[src/kdpc_pkg.sv]
// Types and constants for the key debounce / press classifier.
// No dependencies.
package kdpc_pkg;

  localparam int PIN_W   = 6;
  localparam int KEY_W   = 3;
  localparam int CODE_W  = 2;
  localparam int CIDX_W  = 3;
  localparam int CDATA_W = 16;

  localparam logic [CODE_W-1:0] EV_PRESS   = 2'd0;
  localparam logic [CODE_W-1:0] EV_RELEASE = 2'd1;
  localparam logic [CODE_W-1:0] EV_SHORT   = 2'd2;
  localparam logic [CODE_W-1:0] EV_LONG    = 2'd3;

  localparam logic [CIDX_W-1:0] REG_SCAN     = 3'd0;
  localparam logic [CIDX_W-1:0] REG_DEBOUNCE = 3'd1;
  localparam logic [CIDX_W-1:0] REG_SHORT    = 3'd2;
  localparam logic [CIDX_W-1:0] REG_LONG     = 3'd3;
  localparam logic [CIDX_W-1:0] REG_PRESSED  = 3'd4;

  typedef enum logic [5:0] {
    ST_IDLE   = 6'b000001,
    ST_DEB    = 6'b000010,
    ST_SHORT1 = 6'b000100,
    ST_SHORT2 = 6'b001000,
    ST_HOLD   = 6'b010000,
    ST_FLUSH  = 6'b100000
  } state_t;

endpackage

[src/key_debounce_press_classifier_core.sv]
// Key debounce and press classifier, top level.
// Depends on kdpc_pkg.
//
// Usage:
//   in_*  : one beat per scan tick, in_pin_levels bit i = raw level of key i.
//   out_* : event beats (key, code, last); out_last_event marks the final
//           event caused by a tick. A tick that causes no event sends nothing.
//   cfg_* : register writes, always ready; write only while the block is idle.
// Timing:
//   A tick is walked key by key through one shared saturating add/compare
//   unit: after the accept step each key passes ST_DEB and then ST_HOLD,
//   with ST_SHORT1 and ST_SHORT2 between for a release; ST_FLUSH ends it.
//   in_stall stays high from accept until the walk ends.
//   Events go through a one-deep pending register into the output register;
//   the pending one is sent once the next event (or the end of tick) is known.
//   A stalled output holds its beat and stalls the walk only when a new event
//   must be emitted while one is pending, or at the flush with one pending.
// Reset (synchronous, rst_n low): registers take their defaults, every key
//   reads stably not pressed, counters clear, no beat is pending.
module key_debounce_press_classifier_core
  import kdpc_pkg::*;
#(
  parameter int NUM_KEYS = 6
) (
  input  logic               clk,
  input  logic               rst_n,
  input  logic               in_valid,
  output logic               in_stall,
  input  logic [PIN_W-1:0]   in_pin_levels,
  output logic               out_valid,
  input  logic               out_stall,
  output logic [KEY_W-1:0]   out_key_index,
  output logic [CODE_W-1:0]  out_event_code,
  output logic               out_last_event,
  input  logic               cfg_valid,
  output logic               cfg_ready,
  input  logic [CIDX_W-1:0]  cfg_index,
  input  logic [CDATA_W-1:0] cfg_data
);

  localparam int KW = (NUM_KEYS > 1) ? $clog2(NUM_KEYS) : 1;

  state_t              state_r, state_nxt;
  logic [KW-1:0]       key_r, key_nxt;
  logic [PIN_W-1:0]    pins_r, pins_nxt;
  logic [NUM_KEYS-1:0] stable_r, stable_nxt;
  logic [NUM_KEYS-1:0] lr_r, lr_nxt;
  logic [7:0]          dcnt_r [NUM_KEYS];
  logic [7:0]          dcnt_nxt [NUM_KEYS];
  logic [15:0]         hold_r [NUM_KEYS];
  logic [15:0]         hold_nxt [NUM_KEYS];
  logic                short_ok_r, short_ok_nxt;

  logic                pend_v_r, pend_v_nxt;
  logic [KW-1:0]       pend_key_r, pend_key_nxt;
  logic [CODE_W-1:0]   pend_code_r, pend_code_nxt;

  logic                out_valid_r, out_valid_nxt;
  logic [KEY_W-1:0]    out_key_r, out_key_nxt;
  logic [CODE_W-1:0]   out_code_r, out_code_nxt;
  logic                out_last_r, out_last_nxt;

  logic [7:0]          scan_r, scan_nxt;
  logic [7:0]          deb_r, deb_nxt;
  logic [15:0]         short_r, short_nxt;
  logic [15:0]         long_r, long_nxt;
  logic                pressed_r, pressed_nxt;

  logic [NUM_KEYS-1:0] lvl_vec;
  logic                lvl;
  logic [15:0]         u_a, u_c, u_sum;
  logic [7:0]          u_b;
  logic                u_narrow, u_ge;
  logic                emit_req, go, out_free;
  logic [CODE_W-1:0]   emit_code;

  // keys past the pin field read level 0
  for (genvar g = 0; g < NUM_KEYS; g++) begin : g_lvl
    if (g < PIN_W) begin : g_pin
      assign lvl_vec[g] = pins_r[g];
    end else begin : g_zero
      assign lvl_vec[g] = 1'b0;
    end
  end

  assign lvl = lvl_vec[key_r];

  // shared saturating adder and compare
  always_comb begin
    logic [16:0] s;
    logic [16:0] lim;
    s     = {1'b0, u_a} + {9'b0, u_b};
    lim   = u_narrow ? 17'h000FF : 17'h0FFFF;
    u_sum = (s > lim) ? lim[15:0] : s[15:0];
    u_ge  = (u_sum >= u_c);
  end

  always_comb begin
    state_nxt     = state_r;
    key_nxt       = key_r;
    pins_nxt      = pins_r;
    stable_nxt    = stable_r;
    lr_nxt        = lr_r;
    dcnt_nxt      = dcnt_r;
    hold_nxt      = hold_r;
    short_ok_nxt  = short_ok_r;
    pend_v_nxt    = pend_v_r;
    pend_key_nxt  = pend_key_r;
    pend_code_nxt = pend_code_r;
    out_valid_nxt = out_valid_r;
    out_key_nxt   = out_key_r;
    out_code_nxt  = out_code_r;
    out_last_nxt  = out_last_r;
    scan_nxt      = scan_r;
    deb_nxt       = deb_r;
    short_nxt     = short_r;
    long_nxt      = long_r;
    pressed_nxt   = pressed_r;

    u_a       = hold_r[key_r];
    u_b       = 8'd0;
    u_c       = long_r;
    u_narrow  = 1'b0;
    emit_req  = 1'b0;
    emit_code = EV_PRESS;

    out_free = !out_valid_r || !out_stall;
    if (out_valid_r && !out_stall) begin
      out_valid_nxt = 1'b0;
    end

    // operand select per step
    unique case (state_r)
      ST_DEB: begin
        u_a      = {8'd0, dcnt_r[key_r]};
        u_b      = scan_r;
        u_c      = {8'd0, deb_r};
        u_narrow = 1'b1;
      end
      ST_SHORT1: begin
        u_c = short_r;
      end
      ST_HOLD: begin
        u_b = scan_r;
      end
      default: begin
      end
    endcase

    unique case (state_r)
      ST_DEB: begin
        if (lvl != stable_r[key_r] && u_ge) begin
          emit_req  = 1'b1;
          emit_code = (lvl == pressed_r) ? EV_PRESS : EV_RELEASE;
        end
      end
      ST_SHORT2: begin
        emit_req  = short_ok_r && !u_ge;
        emit_code = EV_SHORT;
      end
      ST_HOLD: begin
        emit_req  = (stable_r[key_r] == pressed_r) && !lr_r[key_r] && u_ge;
        emit_code = EV_LONG;
      end
      default: begin
      end
    endcase

    go = !emit_req || !pend_v_r || out_free;

    unique case (state_r)
      ST_IDLE: begin
        if (in_valid) begin
          pins_nxt  = in_pin_levels;
          key_nxt   = '0;
          state_nxt = ST_DEB;
        end
      end
      ST_DEB: begin
        if (lvl == stable_r[key_r]) begin
          dcnt_nxt[key_r] = 8'd0;
          state_nxt       = ST_HOLD;
        end else if (!u_ge) begin
          dcnt_nxt[key_r] = u_sum[7:0];
          state_nxt       = ST_HOLD;
        end else if (go) begin
          stable_nxt[key_r] = lvl;
          dcnt_nxt[key_r]   = 8'd0;
          if (lvl == pressed_r) begin
            hold_nxt[key_r] = 16'd0;
            lr_nxt[key_r]   = 1'b0;
            state_nxt       = ST_HOLD;
          end else begin
            state_nxt = ST_SHORT1;
          end
        end
      end
      ST_SHORT1: begin
        short_ok_nxt = u_ge;
        state_nxt    = ST_SHORT2;
      end
      ST_SHORT2: begin
        // u_ge here is hold >= long
        if (go) begin
          hold_nxt[key_r] = 16'd0;
          lr_nxt[key_r]   = 1'b0;
          state_nxt       = ST_HOLD;
        end
      end
      ST_HOLD: begin
        if (go) begin
          if (stable_r[key_r] == pressed_r) begin
            hold_nxt[key_r] = u_sum;
            if (emit_req) begin
              lr_nxt[key_r] = 1'b1;
            end
          end
          if (key_r == KW'(NUM_KEYS - 1)) begin
            state_nxt = ST_FLUSH;
          end else begin
            key_nxt   = key_r + 1'b1;
            state_nxt = ST_DEB;
          end
        end
      end
      ST_FLUSH: begin
        if (!pend_v_r) begin
          state_nxt = ST_IDLE;
        end else if (out_free) begin
          out_valid_nxt = 1'b1;
          out_key_nxt   = KEY_W'(pend_key_r);
          out_code_nxt  = pend_code_r;
          out_last_nxt  = 1'b1;
          pend_v_nxt    = 1'b0;
          state_nxt     = ST_IDLE;
        end
      end
      default: begin
        state_nxt = ST_IDLE;
      end
    endcase

    // new event goes to pending; the older pending beat moves out
    if (emit_req && go) begin
      if (pend_v_r) begin
        out_valid_nxt = 1'b1;
        out_key_nxt   = KEY_W'(pend_key_r);
        out_code_nxt  = pend_code_r;
        out_last_nxt  = 1'b0;
      end
      pend_v_nxt    = 1'b1;
      pend_key_nxt  = key_r;
      pend_code_nxt = emit_code;
    end

    if (cfg_valid) begin
      unique case (cfg_index)
        REG_SCAN:     scan_nxt    = cfg_data[7:0];
        REG_DEBOUNCE: deb_nxt     = cfg_data[7:0];
        REG_SHORT:    short_nxt   = cfg_data;
        REG_LONG:     long_nxt    = cfg_data;
        REG_PRESSED:  pressed_nxt = cfg_data[0];
        default: begin
        end
      endcase
    end
  end

  always_ff @(posedge clk) begin
    if (!rst_n) begin
      state_r     <= ST_IDLE;
      key_r       <= '0;
      stable_r    <= '1;
      lr_r        <= '0;
      short_ok_r  <= 1'b0;
      pend_v_r    <= 1'b0;
      out_valid_r <= 1'b0;
      scan_r      <= 8'd10;
      deb_r       <= 8'd20;
      short_r     <= 16'd50;
      long_r      <= 16'd1000;
      pressed_r   <= 1'b0;
      for (int i = 0; i < NUM_KEYS; i++) begin
        dcnt_r[i] <= 8'd0;
        hold_r[i] <= 16'd0;
      end
    end else begin
      state_r     <= state_nxt;
      key_r       <= key_nxt;
      stable_r    <= stable_nxt;
      lr_r        <= lr_nxt;
      short_ok_r  <= short_ok_nxt;
      pend_v_r    <= pend_v_nxt;
      out_valid_r <= out_valid_nxt;
      scan_r      <= scan_nxt;
      deb_r       <= deb_nxt;
      short_r     <= short_nxt;
      long_r      <= long_nxt;
      pressed_r   <= pressed_nxt;
      dcnt_r      <= dcnt_nxt;
      hold_r      <= hold_nxt;
    end
  end

  always_ff @(posedge clk) begin
    pins_r      <= pins_nxt;
    pend_key_r  <= pend_key_nxt;
    pend_code_r <= pend_code_nxt;
    out_key_r   <= out_key_nxt;
    out_code_r  <= out_code_nxt;
    out_last_r  <= out_last_nxt;
  end

  assign in_stall       = (state_r != ST_IDLE);
  assign out_valid      = out_valid_r;
  assign out_key_index  = out_key_r;
  assign out_event_code = out_code_r;
  assign out_last_event = out_last_r;
  assign cfg_ready      = 1'b1;

endmodule

[config.mk]
export PLATFORM = sky130hd
export DESIGN_NAME = key_debounce_press_classifier_core
export DESIGN_NICKNAME = d
export VERILOG_FILES = /design/src/kdpc_pkg.sv /design/src/key_debounce_press_classifier_core.sv
export SDC_FILE = /design/constraint.sdc
export NUM_CORES = 1
export LEC_CHECK = 0
export ABC_AREA = 1
export BUFFER_PORTS_ARGS = -buffer_cell sky130_fd_sc_hd__buf_2
export CAP_MARGIN = 20
export CORE_MARGIN = 3
export CORE_UTILIZATION = 44
export DETAILED_ROUTE_END_ITERATION = 16
export SLEW_MARGIN = 20
export SYNTH_ARGS = -nofsm -noshare
export SYNTH_HDL_FRONTEND = slang
export SYNTH_SLANG_ARGS = --single-unit
[constraint.sdc]
create_clock -name clk -period 12.35 [get_ports clk]
set_input_delay 0.6175 -clock clk [delete_from_list [all_inputs] [get_ports clk]]
set_output_delay 0.6175 -clock clk [all_outputs]
set_load 0.005 [all_outputs]
==> results.rst, run 1 <==
.. list-table::
   :header-rows: 1

   * - Metric
     - Value
   * - Tightest slew margin relative to the limit
     - roughly 20%
   * - Antenna violations before repair
     - 0
   * - IO Pins
     - 39
   * - Final GP Congestion
     - about 0.9
   * - Sequential cell area fraction in the yosys report
     - approximately 40%
   * - Cell at the root of the clock tree
     - clkbuf_16
   * - Area of the die
     - around 29000 µm²
   * - Post-synthesis mux area share
     - 0%
   * - Worst hold margin
     - 0.268 ns
   * - First drt pass iteration count
     - 6
   * - DPL Wire Length
     - between 20000 and 25000 µm
   * - Area of the core
     - about 27000 µm²
   * - Buffer depth of the longest clock path
     - 3
   * - Cell with the largest stage delay on the worst path
     - nor2_1
   * - Setup crit end kind
     - flop
   * - Most used cell, CP
     - nand2_1
   * - Placed Cells
     - 1965
   * - Overall fraction of global-route tracks in use
     - between 20 and 25%
   * - Core Rows
     - 60
   * - #FFs+latches synth
     - approximately 230
   * - DR vias
     - between 10000 and 15000
   * - Pin count of the biggest net entering global routing
     - 92
   * - H-tree depth reported by CTS
     - 1
   * - Overall overflow remaining after global route
     - 0
   * - Cell area after layout
     - approximately 13000 µm²
   * - Detailed router's first-iteration violation count
     - ~1500
   * - Maximum vdd drop
     - between 0.09 and 0.1 mV
   * - CTS Hold Buffers Added
     - 0
   * - Initial standard-cell utilization of the core
     - 44.9%
   * - Biggest area consumer among synthesized cells
     - dfxtp_1
   * - Critical Path AT
     - 9.97 ns
   * - PD cells
     - between 150 and 200 nW/µm²
   * - Ys flop type
     - dfxtp_1
   * - Routed vias/inst
     - roughly 5.6
   * - TritonCTS clock tree
     - done
   * - Crit path max-delay family
     - simple AND/OR/NAND/NOR gates
   * - Die Wd
     - approximately 170 µm
   * - Clock slew at reported path FFs
     - roughly 0.060 ns
   * - Clock latency on the worst-skew pair
     - around 0.53 ns
   * - Combinational family with the most area after synthesis
     - simple AND/OR/NAND/NOR gates
   * - Synth Area in Compound Gates
     - roughly 22%
   * - Number of nets in the synthesized netlist
     - roughly 1700
   * - EDFF count, synth
     - 17
   * - Proportion of netlist area held by the largest area contributor
     - a little over a third
   * - Count of distinct cell types in the synthesized netlist
     - just over 50
   * - Number of standard cells in the final layout excluding fillers
     - between 2000 and 2500
   * - Status
     - complete, no violations
   * - Ant diodes
     - 0
   * - Total negative slack for setup checks
     - 0 ns
   * - Antenna Nets Post-Route
     - 0
   * - Achievable clock frequency
     - approximately 0.10 GHz
   * - Worst setup slack for register-to-register paths
     - 2.79 ns
   * - Post CTS Setup Buffer Count
     - 0
   * - Setup WS pre-CTS
     - 2.76 ns
   * - Part of the cycle the worst path needs
     - 77.4%
   * - Cell leakage power
     - approximately 5.5 nW
   * - Main area contributors after synthesis
     - dfxtp_1 36%, nand2_1 9.2%, a21oi_1 8.9%
   * - Clock Sinks
     - 234
   * - Worst-case clock skew
     - 0.0152 ns
   * - Min Tclk post-route
     - between 9 and 10 ns
   * - Final slew viol count
     - 0
   * - Critical path peak fanout
     - 27
   * - Worst Setup Slack, final
     - about 2.8 ns
   * - Final setup violating endpoints
     - 0
   * - Number of buffer and inverter stages on the critical path
     - 8
   * - Layout cells sized above 1
     - a little under an eighth
   * - Cell area reported after detailed placement
     - between 10000 and 15000 µm²
   * - WL final
     - 36300 µm
   * - Vias in the first global route
     - between 10000 and 15000
   * - Port Buffers
     - 37
   * - Hold violation total from the final report
     - 0
   * - Synthesis-to-layout area growth
     - 9.55%
   * - Global-route wire length before repair
     - approximately 58000 µm
   * - Leading post-synthesis cells by instance count
     - 297 x nand2_1, 217 x dfxtp_1, 215 x a21oi_1
   * - Number of standard cells after synthesis
     - between 1500 and 2000
   * - Die Height
     - 172 µm
   * - Post-Synth Adder-Cell Area
     - 3.17%
   * - Residual DRC count
     - 0
   * - Num CTS Buffers
     - 27
   * - Netlist Area Pre-Place
     - 12100 µm²
   * - Transition at the pin with the smallest max-transition slack
     - ~1.2 ns
   * - Most frequently used cell type in the post-synthesis netlist
     - nand2_1
   * - Number of nets in the layout
     - between 1500 and 2000
   * - Post-synthesis area per instance
     - about 7.3 µm²
   * - Unrepaired setup endpoints after global routing
     - false
   * - Async SR Flop Fraction
     - 0%
   * - Maximum single-stage delay on the critical path
     - 0.86 ns
   * - Count of cells resized by post-cts repair
     - 0
   * - CP Launch Type
     - flop
   * - Class of the most critical setup path
     - flop to flop
   * - Worst EP required
     - 12.76 ns
   * - Synthesis Warnings
     - 0
   * - Hold WC Path Type
     - primary input to flop
   * - Post-synthesis share of cell area spent on and, or, nand and nor gates
     - 26.2%
   * - Wirelength per Cell
     - 18.0 µm
   * - Synth Area in XOR/XNOR
     - 0.569%
   * - Max-capacitance violation count
     - 0
through the flow:
stage                     total power, W  utilization [%]
after floorplan                  0.00137                -
after detailed placement         0.00160             46.0
after global routing             0.00247             49.1
after CTS                        0.00235             49.0
final                            0.00235             49.1
after global placement           0.00159             46.0
sequential cells by signal, indices dropped and copies added, names as in the netlist, 3 cells and up, named ones only:
signal,count
short_r,16
key_r,3
deb_r,8
scan_r,8
hold_r,96
stable_r,6
state_r,6
long_r,16
lvl_vec,6
pend_key_r,3
dcnt_r,48
layout by cell type (no fill, tap or decap), types with 6 or more instances in the layout:
| cell | synthesis | final |
|---|---|---|
| a21oi_1 | 215 | 215 |
| a21oi_2 | 13 | 13 |
| a221oi_1 | 7 | 7 |
| buf_2 | 14 | 36 |
| buf_4 | 6 | 11 |
| clkbuf_1 | 51 | 8 |
| clkbuf_16 | 0 | 28 |
| clkinv_2 | 0 | 6 |
| dfxtp_1 | 217 | 217 |
| edfxtp_1 | 17 | 17 |
| ha_1 | 29 | 29 |
| inv_1 | 148 | 147 |
| inv_2 | 13 | 14 |
| nand2_1 | 297 | 297 |
| nand2_2 | 20 | 20 |
| nand3_1 | 97 | 97 |
| nand3_2 | 15 | 15 |
| nand3_4 | 9 | 9 |
| nand4_1 | 19 | 19 |
| nor2_1 | 159 | 159 |
| nor2_2 | 8 | 8 |
| nor2_4 | 7 | 7 |
| nor3_1 | 9 | 9 |
| o211ai_1 | 13 | 13 |
| o21ai_0 | 187 | 187 |
| o22ai_1 | 24 | 24 |
| xor2_1 | 6 | 6 |
metal layers:
metal | GRT usage [%] | routed length [µm]
met1 | 35.6 | 17000
met5 | 0 | 0
met4 | 6.14 | 910
met3 | 2.71 | 2160
met2 | 39.1 | 16300
worst paths after layout:
check,from,cells past startpoint,to
hold reg to reg,scan_r[4]$_SDFFE_PN0P_,2,scan_r[4]$_SDFFE_PN0P_
hold / removal,in_pin_levels[1],1,lvl_vec[1]$_DFFE_PP_
setup reg to reg,key_r[1]$_SDFFE_PN0P_,48,hold_r[21]$_SDFFE_PN0P_
setup / recovery,key_r[1]$_SDFFE_PN0P_,48,hold_r[21]$_SDFFE_PN0P_
logic make-up after synthesis:
| family | Yosys count |
|---|---|
| simple gates | 661 |
| xor+xnor | 7 |
| buf+inv | 246 |
| fa+ha+maj | 30 |
| compound gates | 481 |
| flops | 234 |
| other cells | 1 |
power breakdown:
part / leakage, nW / switching (W) / total (W) / internal, W
Sequential: 1.93 / 0.0000229 / 0.000827 / 0.000804
Combinational: 3.14 / 0.000571 / 0.000770 / 0.000199
Clock: 0.407 / 0.000321 / 0.000758 / 0.000437
final cells by class:
| cell class | count | area [µm²] |
|---|---|---|
| multi-input combinational | 1180 | 6240 |
| sequential | 234 | 4850 |
| timing repair buffer | 48 | 283 |
| fill | 2661 | 13700 |
| clock buffer | 40 | 786 |
| clock inverter | 7 | 37.5 |
| inverter | 164 | 618 |
| tap | 341 | 427 |
(Power assumes the default switching activity.)
==> run 2: changes to the inputs <==
Clock period 12.35 ns to 8.4 ns, I/O delays scaled along.
==> results.rst, run 2 (synthesis results as in run 1) <==
.. list-table::
   :header-rows: 1

   * - Metric
     - Value
   * - Met3 routing resource usage after global routing
     - under 10%
   * - CTS Hold Buffers Added
     - 0
   * - Cell with the largest stage delay on the worst path
     - o21ai_2
   * - Number of nets in the layout
     - around 1800
   * - Max-capacitance violation count
     - 0
   * - TritonCTS clock tree
     - done
   * - Met1 track demand over resource
     - between 30% and 40%
   * - H-tree depth reported by CTS
     - 1
   * - DPL Wire Length
     - between 20000 and 30000 µm
   * - Part of the cycle the worst path needs
     - slightly above 90%
   * - Core Rows
     - 60
   * - M2 GR Usage
     - around two fifths
   * - Overall overflow remaining after global route
     - 0
   * - Initial standard-cell utilization of the core
     - around 45%
   * - Area of the core
     - about 27000 µm²
   * - Worst Setup Slack, final
     - roughly 0.65 ns
   * - Die Wd
     - 172 µm
   * - Final GP Congestion
     - 0.920
   * - Pin count of the biggest net entering global routing
     - 95
   * - Maximum single-stage delay on the critical path
     - about 0.74 ns
   * - Class of the most critical setup path
     - flop to flop
   * - Most flop-heavy register
     - hold_r
   * - Hold WC Path Type
     - primary input to flop
   * - Detailed router's first-iteration violation count
     - around 1100
   * - Antenna violations before repair
     - 0
   * - Transition at the pin with the smallest max-transition slack
     - about 1.1 ns
   * - Layout cells sized above 1
     - ~14%
   * - Port Buffers
     - 37
   * - Antenna Nets Post-Route
     - 0
   * - Clock Sinks
     - ~230
   * - Achievable clock frequency
     - between 0.1 and 0.15 GHz
   * - Buffer depth of the longest clock path
     - 3
   * - Most used routing layer in global routing
     - met2
   * - Cell area after layout
     - approximately 14000 µm²
   * - Residual DRC count
     - 0
   * - Num CTS Buffers
     - 27
   * - Worst EP required
     - a little under 9 ns
   * - Worst hold margin
     - ~0.06 ns
   * - Largest registers
     - hold_r x96, dcnt_r x48
   * - Crit path max-delay family
     - simple AND/OR/NAND/NOR gates
   * - Utilization after layout
     - about half
   * - Cell area reported after detailed placement
     - ~13000 µm²
   * - Critical path peak fanout
     - 16
   * - Cell leakage power
     - approximately 5.7 nW
   * - Global-route wire length before repair
     - ~58000 µm
   * - Max FFs per register
     - 96
   * - Overall fraction of global-route tracks in use
     - ~25%
   * - Setup crit end kind
     - flop
   * - Setup WS pre-CTS
     - 0.341 ns
   * - Commonest cells after routing, fill and taps aside
     - 297 x nand2_1, 217 x dfxtp_1, 213 x a21oi_1
   * - Routed vias/inst
     - ~5.6
   * - Number of buffer and inverter stages on the critical path
     - 5
   * - Wirelength per Cell
     - 18.1 µm
   * - Final setup violating endpoints
     - 0
   * - Worst-case clock skew
     - about 0.019 ns
   * - Clock latency on the worst-skew pair
     - 0.55 ns
   * - Final slew viol count
     - 0
   * - Min Tclk post-route
     - 7.75 ns
   * - Vias in the first global route
     - about 10000
   * - Clock slew at reported path FFs
     - ~0.070 ns
   * - Area of the die
     - ~29000 µm²
   * - Status
     - complete, no violations
   * - Die Height
     - ~170 µm
   * - Ant diodes
     - 0
   * - Hold violation total from the final report
     - 0
   * - PD cells
     - between 200 and 300 nW/µm²
   * - Most frequent standard cell in the layout excluding fill and tap cells
     - nand2_1
   * - Tightest slew margin relative to the limit
     - between 20% and 30%
   * - WL final
     - ~37000 µm
   * - First drt pass iteration count
     - 6
   * - Cell at the root of the clock tree
     - clkbuf_16
   * - Critical Path AT
     - ~8.2 ns
   * - DR vias
     - 11400
   * - CP Launch Type
     - flop
   * - Synthesis-to-layout area growth
     - 13.6%
   * - Most used cell, CP
     - nand3_1
   * - IO Pins
     - 39
   * - Maximum vdd drop
     - approximately 0.16 mV
-- run 2: path summary, 6_finish.rpt --
| path | start | slack, ns | cells past startpoint | endpoint |
|---|---|---|---|---|
| hold reg to reg | short_r[9]$_SDFFE_PN0P_ | 0.45 | 2 | short_r[9]$_SDFFE_PN0P_ |
| hold / removal | in_pin_levels[3] | 0.06 | 1 | lvl_vec[3]$_DFFE_PP_ |
| setup / recovery | key_r[2]$_SDFFE_PN0P_ | 0.65 | 34 | dcnt_r[42]$_SDFFE_PN0P_ |
| setup reg to reg | key_r[2]$_SDFFE_PN0P_ | 0.65 | 34 | dcnt_r[42]$_SDFFE_PN0P_ |
-- run 2: power breakdown --
part / switching (W) / total (W) / internal [W]
Clock: 0.000491 / 0.00127 / 0.000782
Sequential: 0.0000306 / 0.00121 / 0.00118
Combinational: 0.000849 / 0.00119 / 0.000345
Total: 0.00137 / 0.00368 / 0.00231
-- run 2: worst register-to-register path: cells and delay by family, from the launching register on --
| kind | cells | cell delay, ns |
|---|---|---|
| compound gates | 7 | 1.80 |
| flops | 1 | 0.43 |
| fa+ha+maj | 3 | 0.89 |
| simple gates | 19 | 3.64 |
| buf+inv | 5 | 0.84 |
-- run 2: what timing repair did --
item / CTS / global route
setup endpoints to repair: 0 / 168
setup buffers: 0 / 21
resized for setup: 0 / 7
-- run 2: area by class of cell --
class | count | area, µm²
tap | 341 | 427
clock buffer | 38 | 797
clock inverter | 11 | 165
fill | 2647 | 13200
inverter | 164 | 629
sequential | 234 | 4850
timing repair buffer | 87 | 613
multi-input combinational | 1180 | 6250
-- run 2: per-layer routing --
metal	wire length (µm)	vias up	part of all wire [%]
li1	-	5658	-
met1	17300	5318	46
met2	16800	373	45
met3	2240	66	6.0
met4	969	0	2.6
met5	0	-	0
-- run 2: metrics by stage --
| step | instances | TNS (ns) | power (W) |
|---|---|---|---|
| floorplan | 1660 | 0 | 0.00201 |
| global placement | 1985 | 0 | 0.00235 |
| detailed placement | 1985 | 0 | 0.00237 |
| CTS | 2034 | 0 | 0.00363 |
| global route | 2055 | -0.134 | 0.00386 |
| finish | 2055 | 0 | 0.00368 |
